`src/barc_pkg.sv`:
```
`default_nettype none

package barc_pkg;

    localparam int LBA_BITS        = 48;
    localparam int COUNT_BITS      = 16;
    localparam int TOTAL_BITS      = 48;
    localparam int DEPTH_CFG_BITS  = 7;
    localparam int SIZE_BITS       = LBA_BITS + 1;
    localparam int CFG_DATA_BITS   = SIZE_BITS;
    localparam int CFG_INDEX_BITS  = 2;
    localparam int HISTORY_MAX_DEF = 64;

    localparam logic [DEPTH_CFG_BITS-1:0] DEPTH_RESET  = 7'd64;
    localparam logic [SIZE_BITS-1:0]      DEVICE_RESET = {1'b1, {LBA_BITS{1'b0}}};

    typedef enum logic [CFG_INDEX_BITS-1:0] {
        CFG_HISTORY_DEPTH = 2'd0,
        CFG_WINDOW_SIZE   = 2'd1,
        CFG_DEVICE_BLOCKS = 2'd2
    } cfg_index_t;

    typedef enum logic [2:0] {
        ST_IDLE,
        ST_NEXT,
        ST_SCAN,
        ST_DRAIN,
        ST_FINISH
    } state_t;

    typedef struct packed {
        logic accept;
        logic append;
        logic scan_start;
        logic scan_step;
        logic commit;
        logic load_out;
    } dp_cmd_t;

    typedef struct packed {
        logic cnt_zero;
        logic ring_full;
        logic scan_last;
        logic pipe_idle;
        logic slot_ready;
        logic out_free;
    } dp_status_t;

endpackage

`default_nettype wire

```
`src/barc_if.sv`:
```
`default_nettype none

interface barc_req_if;
    import barc_pkg::*;

    logic                  valid;
    logic                  ready;
    logic [LBA_BITS-1:0]   start_lba;
    logic [COUNT_BITS-1:0] block_count;

    modport source (output valid, output start_lba, output block_count, input ready);
    modport sink   (input valid, input start_lba, input block_count, output ready);
endinterface

interface barc_rsp_if;
    import barc_pkg::*;

    logic                  valid;
    logic                  ready;
    logic [COUNT_BITS-1:0] near_in_request;
    logic [TOTAL_BITS-1:0] near_total;
    logic [TOTAL_BITS-1:0] counted_total;

    modport source (output valid, output near_in_request, output near_total,
                    output counted_total, input ready);
    modport sink   (input valid, input near_in_request, input near_total,
                    input counted_total, output ready);
endinterface

`default_nettype wire

```
`src/barc_ctrl.sv`:
```
`default_nettype none

module barc_ctrl (
    input  logic                 clk,
    input  logic                 rst_n,
    input  logic                 in_valid,
    output logic                 in_ready,
    input  barc_pkg::dp_status_t status,
    output barc_pkg::dp_cmd_t    cmd
);
    import barc_pkg::*;

    state_t state_reg;
    state_t state_next;

    always_ff @(posedge clk or negedge rst_n)
    begin
        if (!rst_n)
        begin
            state_reg <= ST_IDLE;
        end
        else
        begin
            state_reg <= state_next;
        end
    end

    always_comb
    begin
        state_next = state_reg;
        cmd        = '0;
        in_ready   = 1'b0;
        case (state_reg)
            ST_IDLE:
            begin
                in_ready = 1'b1;
                if (in_valid)
                begin
                    cmd.accept = 1'b1;
                    state_next = ST_NEXT;
                end
            end
            ST_NEXT:
            begin
                if (status.cnt_zero)
                begin
                    state_next = ST_FINISH;
                end
                else if (!status.ring_full)
                begin
                    cmd.append = 1'b1;
                end
                else
                begin
                    cmd.scan_start = 1'b1;
                    state_next     = ST_SCAN;
                end
            end
            ST_SCAN:
            begin
                cmd.scan_step = 1'b1;
                if (status.scan_last)
                begin
                    state_next = ST_DRAIN;
                end
            end
            ST_DRAIN:
            begin
                // wait for the last distance to reach the minimum and the slot wrap
                if (status.pipe_idle && status.slot_ready)
                begin
                    cmd.commit = 1'b1;
                    state_next = ST_NEXT;
                end
            end
            ST_FINISH:
            begin
                if (status.out_free)
                begin
                    cmd.load_out = 1'b1;
                    state_next   = ST_IDLE;
                end
            end
            default:
            begin
                state_next = ST_IDLE;
            end
        endcase
    end

endmodule

`default_nettype wire

```
`src/barc_dp.sv`:
```
`default_nettype none

module barc_dp #(
    parameter int HISTORY_MAX = barc_pkg::HISTORY_MAX_DEF
) (
    input  logic                                clk,
    input  logic                                rst_n,
    input  barc_pkg::dp_cmd_t                   cmd,
    output barc_pkg::dp_status_t                status,
    input  logic                                cfg_we,
    input  logic [barc_pkg::CFG_INDEX_BITS-1:0] cfg_index,
    input  logic [barc_pkg::CFG_DATA_BITS-1:0]  cfg_wdata,
    input  logic [barc_pkg::LBA_BITS-1:0]       start_lba,
    input  logic [barc_pkg::COUNT_BITS-1:0]     block_count,
    output logic                                out_valid,
    input  logic                                out_ready,
    output logic [barc_pkg::COUNT_BITS-1:0]     near_in_request,
    output logic [barc_pkg::TOTAL_BITS-1:0]     near_total,
    output logic [barc_pkg::TOTAL_BITS-1:0]     counted_total
);
    import barc_pkg::*;

    localparam int IDX_W = (HISTORY_MAX > 1) ? $clog2(HISTORY_MAX) : 1;
    localparam int CNT_W = $clog2(HISTORY_MAX + 1);
    localparam int DW    = (CNT_W > DEPTH_CFG_BITS) ? CNT_W : DEPTH_CFG_BITS;
    localparam logic [DW-1:0] MAX_WIDE = DW'(HISTORY_MAX);

    // configuration
    logic [DEPTH_CFG_BITS-1:0] depth_cfg_reg;
    logic [SIZE_BITS-1:0]      window_reg;
    logic [SIZE_BITS-1:0]      device_reg;

    // request and ring bookkeeping
    logic [LBA_BITS-1:0]   addr_reg;
    logic [COUNT_BITS-1:0] cnt_reg;
    logic [COUNT_BITS-1:0] near_here_reg;
    logic [CNT_W-1:0]      fill_reg;
    logic [IDX_W-1:0]      slot_reg;
    logic [CNT_W-1:0]      slot_rem_reg;
    logic [TOTAL_BITS-1:0] near_total_reg;
    logic [TOTAL_BITS-1:0] counted_total_reg;

    // scan pipeline
    logic [IDX_W-1:0]    scan_idx_reg;
    logic [LBA_BITS-1:0] rd_data_reg;
    logic                rd_v_reg;
    logic [LBA_BITS-1:0] dist_reg;
    logic                dist_v_reg;
    logic [LBA_BITS-1:0] best_reg;

    // result register
    logic                  out_valid_reg;
    logic [COUNT_BITS-1:0] near_in_request_reg;
    logic [TOTAL_BITS-1:0] near_total_out_reg;
    logic [TOTAL_BITS-1:0] counted_total_out_reg;

    logic [LBA_BITS-1:0] ring_mem [HISTORY_MAX];

    logic [DW-1:0]       depth_wide;
    logic [CNT_W-1:0]    depth_eff;
    logic [LBA_BITS:0]   diff_fwd;
    logic [LBA_BITS-1:0] dist_next;
    logic                near;
    logic                wr_en;
    logic [IDX_W-1:0]    wr_addr;

    // a depth of zero acts as one, anything above the ring size as the ring size
    assign depth_wide = DW'(depth_cfg_reg);
    always_comb
    begin
        if (depth_cfg_reg == '0)
        begin
            depth_eff = CNT_W'(1);
        end
        else if (depth_wide > MAX_WIDE)
        begin
            depth_eff = CNT_W'(HISTORY_MAX);
        end
        else
        begin
            depth_eff = CNT_W'(depth_wide);
        end
    end

    assign diff_fwd  = {1'b0, addr_reg} - {1'b0, rd_data_reg};
    assign dist_next = diff_fwd[LBA_BITS] ? (rd_data_reg - addr_reg) : diff_fwd[LBA_BITS-1:0];
    assign near      = {1'b0, best_reg} < window_reg;
    assign wr_en     = cmd.append | cmd.commit;
    assign wr_addr   = cmd.append ? fill_reg[IDX_W-1:0] : slot_reg;

    assign status.cnt_zero   = (cnt_reg == '0);
    assign status.ring_full  = (fill_reg >= depth_eff);
    assign status.scan_last  = (CNT_W'(scan_idx_reg) == fill_reg - CNT_W'(1));
    assign status.pipe_idle  = !rd_v_reg && !dist_v_reg;
    assign status.slot_ready = (slot_rem_reg < depth_eff);
    assign status.out_free   = !out_valid_reg || out_ready;

    assign out_valid       = out_valid_reg;
    assign near_in_request = near_in_request_reg;
    assign near_total      = near_total_out_reg;
    assign counted_total   = counted_total_out_reg;

    always_ff @(posedge clk)
    begin
        if (wr_en)
        begin
            ring_mem[wr_addr] <= addr_reg;
        end
        if (cmd.scan_step)
        begin
            rd_data_reg <= ring_mem[scan_idx_reg];
        end
    end

    always_ff @(posedge clk or negedge rst_n)
    begin
        if (!rst_n)
        begin
            depth_cfg_reg     <= DEPTH_RESET;
            window_reg        <= '0;
            device_reg        <= DEVICE_RESET;
            fill_reg          <= '0;
            slot_reg          <= '0;
            near_total_reg    <= '0;
            counted_total_reg <= '0;
            rd_v_reg          <= 1'b0;
            dist_v_reg        <= 1'b0;
            out_valid_reg     <= 1'b0;
        end
        else
        begin
            if (cfg_we)
            begin
                case (cfg_index)
                    CFG_HISTORY_DEPTH: depth_cfg_reg <= cfg_wdata[DEPTH_CFG_BITS-1:0];
                    CFG_WINDOW_SIZE:   window_reg    <= cfg_wdata;
                    CFG_DEVICE_BLOCKS: device_reg    <= cfg_wdata;
                    default:           ;
                endcase
            end
            if (cmd.append)
            begin
                fill_reg <= fill_reg + CNT_W'(1);
                slot_reg <= '0;
            end
            if (cmd.commit)
            begin
                slot_reg <= slot_rem_reg[IDX_W-1:0];
                if (near && near_total_reg != '1)
                begin
                    near_total_reg <= near_total_reg + TOTAL_BITS'(1);
                end
                if (counted_total_reg != '1)
                begin
                    counted_total_reg <= counted_total_reg + TOTAL_BITS'(1);
                end
            end
            rd_v_reg   <= cmd.scan_step;
            dist_v_reg <= rd_v_reg;
            if (cmd.load_out)
            begin
                out_valid_reg <= 1'b1;
            end
            else if (out_ready)
            begin
                out_valid_reg <= 1'b0;
            end
        end
    end

    always_ff @(posedge clk)
    begin
        if (cmd.accept)
        begin
            addr_reg      <= start_lba;
            cnt_reg       <= block_count;
            near_here_reg <= '0;
        end
        else if (cmd.append || cmd.commit)
        begin
            // advance to the next block, address wraps naturally
            addr_reg <= addr_reg + LBA_BITS'(1);
            cnt_reg  <= cnt_reg - COUNT_BITS'(1);
            if (cmd.commit && near)
            begin
                near_here_reg <= near_here_reg + COUNT_BITS'(1);
            end
        end

        if (cmd.scan_start)
        begin
            scan_idx_reg <= '0;
            best_reg     <= device_reg[SIZE_BITS-1:1];
            slot_rem_reg <= CNT_W'(slot_reg) + CNT_W'(1);
        end
        else
        begin
            if (cmd.scan_step)
            begin
                scan_idx_reg <= scan_idx_reg + IDX_W'(1);
            end
            // the best value starts at the clamp, so the clamp needs no compare
            if (dist_v_reg && dist_reg < best_reg)
            begin
                best_reg <= dist_reg;
            end
            // reduce the next slot by repeated subtraction while the scan runs
            if (slot_rem_reg >= depth_eff)
            begin
                slot_rem_reg <= slot_rem_reg - depth_eff;
            end
        end

        dist_reg <= dist_next;

        if (cmd.load_out)
        begin
            near_in_request_reg   <= near_here_reg;
            near_total_out_reg    <= near_total_reg;
            counted_total_out_reg <= counted_total_reg;
        end
    end

endmodule

`default_nettype wire

```
`src/block_access_randomness_classifier.sv`:
```
// Block access randomness classifier.
// req channel (valid/ready): one request, start_lba and block_count. Each block
// of it is either appended to the history ring (while the ring holds fewer than
// history_depth addresses) or compared against every held address.
// rsp channel (valid/ready): one item per request with near_in_request and the
// saturating near_total and counted_total.
// cfg port: cfg_we, cfg_index, cfg_wdata; write only while no request is open.
// The scan reads the single ring read port, one entry per cycle. One request is
// handled at a time; req.ready is high only between requests.
// A finished item sits in an output register; a new request is taken while it
// waits. If rsp stalls, the next request finishes its work and then holds.
// Reset sets the fill level, write slot, totals, valid flags and configuration to
// their defaults; the ring contents are not cleared and need no sweep.
`default_nettype none

module block_access_randomness_classifier #(
    parameter int HISTORY_MAX = barc_pkg::HISTORY_MAX_DEF
) (
    input  logic                                clk,
    input  logic                                rst_n,
    barc_req_if.sink                            req,
    barc_rsp_if.source                          rsp,
    input  logic                                cfg_we,
    input  logic [barc_pkg::CFG_INDEX_BITS-1:0] cfg_index,
    input  logic [barc_pkg::CFG_DATA_BITS-1:0]  cfg_wdata
);
    import barc_pkg::*;

    dp_cmd_t    cmd;
    dp_status_t status;

    barc_ctrl u_ctrl (
        .clk      (clk),
        .rst_n    (rst_n),
        .in_valid (req.valid),
        .in_ready (req.ready),
        .status   (status),
        .cmd      (cmd)
    );

    barc_dp #(
        .HISTORY_MAX (HISTORY_MAX)
    ) u_dp (
        .clk             (clk),
        .rst_n           (rst_n),
        .cmd             (cmd),
        .status          (status),
        .cfg_we          (cfg_we),
        .cfg_index       (cfg_index),
        .cfg_wdata       (cfg_wdata),
        .start_lba       (req.start_lba),
        .block_count     (req.block_count),
        .out_valid       (rsp.valid),
        .out_ready       (rsp.ready),
        .near_in_request (rsp.near_in_request),
        .near_total      (rsp.near_total),
        .counted_total   (rsp.counted_total)
    );

endmodule

`default_nettype wire

```
`src/flat_wrapper.sv`:
```
// flat-port wrapper written by rule: the top's interface ports become plain ports
module block_access_randomness_classifier_flat import barc_pkg::*;
#(
    parameter int HISTORY_MAX = barc_pkg::HISTORY_MAX_DEF
)
  (clk, rst_n, cfg_we, cfg_index, cfg_wdata, req_valid, req_start_lba, req_block_count, req_ready, rsp_valid, rsp_near_in_request, rsp_near_total, rsp_counted_total, rsp_ready);
  barc_req_if req_i ();
  barc_rsp_if rsp_i ();
  input  logic clk;
  input  logic rst_n;
  input  logic cfg_we;
  input  logic [barc_pkg::CFG_INDEX_BITS-1:0] cfg_index;
  input  logic [barc_pkg::CFG_DATA_BITS-1:0] cfg_wdata;
  input wire logic [$bits(req_i.valid)-1:0] req_valid;
  input wire logic [$bits(req_i.start_lba)-1:0] req_start_lba;
  input wire logic [$bits(req_i.block_count)-1:0] req_block_count;
  output wire logic [$bits(req_i.ready)-1:0] req_ready;
  output wire logic [$bits(rsp_i.valid)-1:0] rsp_valid;
  output wire logic [$bits(rsp_i.near_in_request)-1:0] rsp_near_in_request;
  output wire logic [$bits(rsp_i.near_total)-1:0] rsp_near_total;
  output wire logic [$bits(rsp_i.counted_total)-1:0] rsp_counted_total;
  input wire logic [$bits(rsp_i.ready)-1:0] rsp_ready;
  assign req_i.valid = req_valid;
  assign req_i.start_lba = req_start_lba;
  assign req_i.block_count = req_block_count;
  assign req_ready = req_i.ready;
  assign rsp_valid = rsp_i.valid;
  assign rsp_near_in_request = rsp_i.near_in_request;
  assign rsp_near_total = rsp_i.near_total;
  assign rsp_counted_total = rsp_i.counted_total;
  assign rsp_i.ready = rsp_ready;
  block_access_randomness_classifier #(.HISTORY_MAX(HISTORY_MAX)) u_core (.clk(clk), .rst_n(rst_n), .req(req_i), .rsp(rsp_i), .cfg_we(cfg_we), .cfg_index(cfg_index), .cfg_wdata(cfg_wdata));
endmodule
```
`config.mk`:
```
export PLATFORM = sky130hd
export DESIGN_NAME = block_access_randomness_classifier_flat
export DESIGN_NICKNAME = d
export VERILOG_FILES = /design/src/barc_pkg.sv /design/src/barc_if.sv /design/src/barc_ctrl.sv /design/src/barc_dp.sv /design/src/block_access_randomness_classifier.sv /design/src/flat_wrapper.sv
export SDC_FILE = /design/constraint.sdc
export NUM_CORES = 2
export LEC_CHECK = 0
export ABC_CLOCK_PERIOD_IN_PS = 9050
export BUFFER_PORTS_ARGS = -buffer_cell sky130_fd_sc_hd__buf_4
export CAP_MARGIN = 20
export CORE_MARGIN = 2
export CORE_UTILIZATION = 57
export CTS_CLUSTER_DIAMETER = 50
export DETAILED_ROUTE_END_ITERATION = 12
export PLACE_DENSITY_LB_ADDON = 0.1
export SYNTH_ARGS = -nofsm -noshare
export SYNTH_HDL_FRONTEND = slang
export SYNTH_HIERARCHICAL = 1
export SYNTH_SLANG_ARGS = --single-unit
```
`constraint.sdc`:
```
create_clock -name clk -period 9.05 [get_ports clk]
set_input_delay 0.905 -clock clk [delete_from_list [all_inputs] [get_ports clk]]
set_output_delay 0.905 -clock clk [all_outputs]
set_load 0.01 [all_outputs]
```
==> flow_summary.yaml <==
power:
  leakagePower_nw: 55.0
  ir_drop_v: 0.000277
  p_per_area_nw_per_um2: 337
yosys:
  synth_seq_cells: 3640
  ys_seq_area_frac: 0.734
  netlist_instances: 7173
  synth_enable_flop_cells: 3351
  avgSynthCellArea_um2: 20.4
  synth_cell_type_count: 92
  synthTopCellsByArea: "edfxtp_1, mux4_2, dfrtp_1"
  synthFlopType: "edfxtp_1"
  syn_nets: 7510
  ys_warn_count: 6
  yosysTopAreaCell: "edfxtp_1"
  synthArstFlopShare: 0.0602
  syn-cell-area_um2: 146000
  synth_top_area_frac: 0.687
finish:
  areaGrowthSynthToFinish_pct: 13.7
  fillCellCount: 17000
  final_cells: 11400
  final_common_cell: "edfxtp_1"
  num-nets-final: 8005
  largest_reg_flops: 3072
  stdcell_area_um2: 166000
  final_cell_mix: "edfxtp_1, mux4_2, clkbuf_16"
  drive_above_1_share: 0.287
clocking:
  clk_pin_slew_ns: 0.06
  cts_tree: "yes"
  cts_buffers: 405
  htreeDepth: 5
  clock-sinks: 3640
  cts_resized: 0
  clk_latency_ns: 0.98
  clk_path_buf_depth: 4
  root_buffer: "clkbuf_16"
die:
  die_area_um2: 261000
  ios: 234
  initial_core_util: 0.572
  die_h_um: 511
  rows: 186
  core_um2: 256000
  die_w_um: 511
placement:
  post-place-cells: 10600
  dpl_cell_area_um2: 153000
  place_congestion: 0.895
  io_buffers: 233
  dpl.hpwl_um: 233000
drt:
  drc: 0
  wl_per_cell_um: 33.7
  vias: 75000
  avgViaCountPerCell: 6.59
  first_pass_iters: 6
  drt_iter0_markers: 10300
  finalWirelength_um: 384000
  ant_nets: 0
worst_hold_path:
  worstHoldStart: "cfg_wdata[28]"
  hold_path_class: "primary input to flip-flop"
  hold_end: "u_core/u_dp/device_reg[28]"
  hold_path_depth: 2
timing:
  setup_tns_ns: 0
  timing.slew.headroom: 0.219
  period_share: 0.672
  rsz0062_at_grt: "false"
  slew_viol_final: 0
  finalSetupViolCount: 0
  period_needed_ns: 6.08
  fmax_mhz: 165
  worst_pin_slew_ns: 1.17
  skew_ns: 0.0630
  finalHoldViolations: 0
critical_path:
  path_cells: "inv_1 > nand2_1 > ha_1 > nor2b_1 > o21ai_0 > nand2_1 > a21oi_1 > nor2b_1 > o21ai_0 > nand2b_1 > a21oi_1 > and3_2 > nor2b_2 > nand2_1 > o22ai_1 > nand2_1 > nor2_4 > buf_4"
  path_buf_inv: 2
  crit_top_cell: "nand2_1"
  critical_path.startpoint_type: "flip-flop"
  rr_worst_depth: 18
  worstPathRequired_ns: 9.65
  r2r-start: "u_core/u_dp/depth_cfg_reg[6]"
  critPathKind: "flip-flop to flip-flop"
  cp_max_fo: 26
  cp.arrival_ns: 6.68
  cpLargestDelayFamily: "simple AND/OR/NAND/NOR gates"
  reg2reg_to: "u_core/u_dp/ring_mem[18][25]"
  cpPeakStageDelay_ns: 1.07
  cp_slowest_cell: "nor2_4"
  rrSetupSlack_ns: 2.97
  worstSetupEndpointType: "flip-flop"
global_routing:
  grtUsageTotal: 0.295
  grt-ovfl-total: 0
  grt_pass1_vias: 73300
  grt_start_max_net_pins: 139
  grt_antenna_before_repair: 31
  grt_pass1_wl_um: 548000
run:
  drv_cap: 0
outcome:
  status: "completed"
## report_power, final
group          leakage (nW)  total (W)  switching (W)  internal, W
logic                  14.8     0.0171         0.0109      0.00619
registers              33.9     0.0228       0.000711       0.0221
clock network          6.33     0.0162        0.00657      0.00959
## cells in the mapped netlist, types with 70 or more instances
cell type and instances:
nand2_1 225, edfxtp_1 3351, dfxtp_1 70, inv_1 242, o21ai_0 160, nor2_1 196
a21oi_1 156, nand3_1 88, dfrtp_1 217, clkbuf_1 222, mux4_2 1008, a21o_1 70
ha_1 214, mux2_2 156, xnor2_1 171
## cell families (layout without fill, tap and decap cells)
kind of cell / after synthesis / in the layout / share of synthesized area
other: 0 / 9 / 0
adders and majority gates: 217 / 217 / 0.0187
DFF: 3640 / 3640 / 0.734
muxes: 1178 / 1178 / 0.168
AOI/OAI and AO/OA: 532 / 532 / 0.0227
xor gates and xnor gates: 239 / 239 / 0.0143
buffers and inverters: 573 / 1381 / 0.0155
and+or+nand+nor: 794 / 794 / 0.0266
## final cells by class
cell class | instances | area (um2) | area share
multi-input cells | 2960 | 37200 | 0.223
repair buffers | 419 | 3460 | 0.0208
clock inverters | 228 | 2360 | 0.0142
flip-flops and latches | 3640 | 108000 | 0.646
inverters | 242 | 911 | 0.00547
clock buffers | 492 | 10700 | 0.0645
well taps | 3384 | 4230 | 0.0254
diodes | 9 | 22.5 | 0.000135
## how the worst max path moves through the flow
stage / slack, ns / cells past startpoint / startpoint / to
6_report: 2.97 / 18 / u_core/u_dp/depth_cfg_reg[6] / u_core/u_dp/ring_mem[18][25]
5_1_grt: 2.57 / 19 / u_core/u_dp/depth_cfg_reg[1] / u_core/u_dp/ring_mem[18][32]
4_1_cts: 2.96 / 18 / u_core/u_dp/depth_cfg_reg[6] / u_core/u_dp/ring_mem[18][32]
3_5_place_dp: 3.00 / 18 / u_core/u_dp/depth_cfg_reg[6] / u_core/u_dp/ring_mem[18][21]
3_3_place_gp: 3.07 / 19 / u_core/u_dp/depth_cfg_reg[1] / u_core/u_dp/ring_mem[8][4]
2_1_floorplan: 2.51 / 18 / u_core/u_dp/fill_reg[0] / u_core/u_dp/best_reg[0]
## through the flow
| step | total power (W) | worst slack [ns] | hold WS [ns] | util |
|---|---|---|---|---|
| floorplan | 0.0335 | 2.51 | 0.355 | - |
| global placement | 0.0398 | 3.07 | 0.360 | 0.598 |
| detailed placement | 0.0401 | 3.00 | 0.361 | 0.598 |
| CTS | 0.0562 | 2.96 | 0.132 | 0.649 |
| global route | 0.0580 | 2.57 | 0.164 | 0.650 |
| finish | 0.0560 | 2.97 | 0.194 | 0.650 |
## repair_timing
action | 4_1_cts | 5_1_grt
endpoints found under the hold margin | 84 | 0
buffers inserted | 0 | 0
hold buffers | 1 | 0
endpoints found under the setup margin | 0 | 0
## layer usage
layer / track usage / up-vias / wire length, um
met1: 0.448 / 39900 / 156000
met2: 0.448 / 4164 / 179000
met5: 0 / - / 98
met3: 0.0555 / 556 / 38900
li1: - / 30300 / -
met4: 0.0774 / 12 / 9900
## worst register-to-register path: stages, from the launching register on
cell and delay [ns]:
dfstp_2 0.52, inv_1 0.12, nand2_1 0.18, ha_1 0.27
nor2b_1 0.13, o21ai_0 0.17, nand2_1 0.12, a21oi_1 0.16
nor2b_1 0.07, o21ai_0 0.17, nand2b_1 0.08, a21oi_1 0.20
and3_2 0.21, nor2b_2 0.21, nand2_1 0.11, o22ai_1 0.64
nand2_1 0.65, nor2_4 1.08, buf_4 0.60
Note: power is estimated with default switching activity, not from simulation.
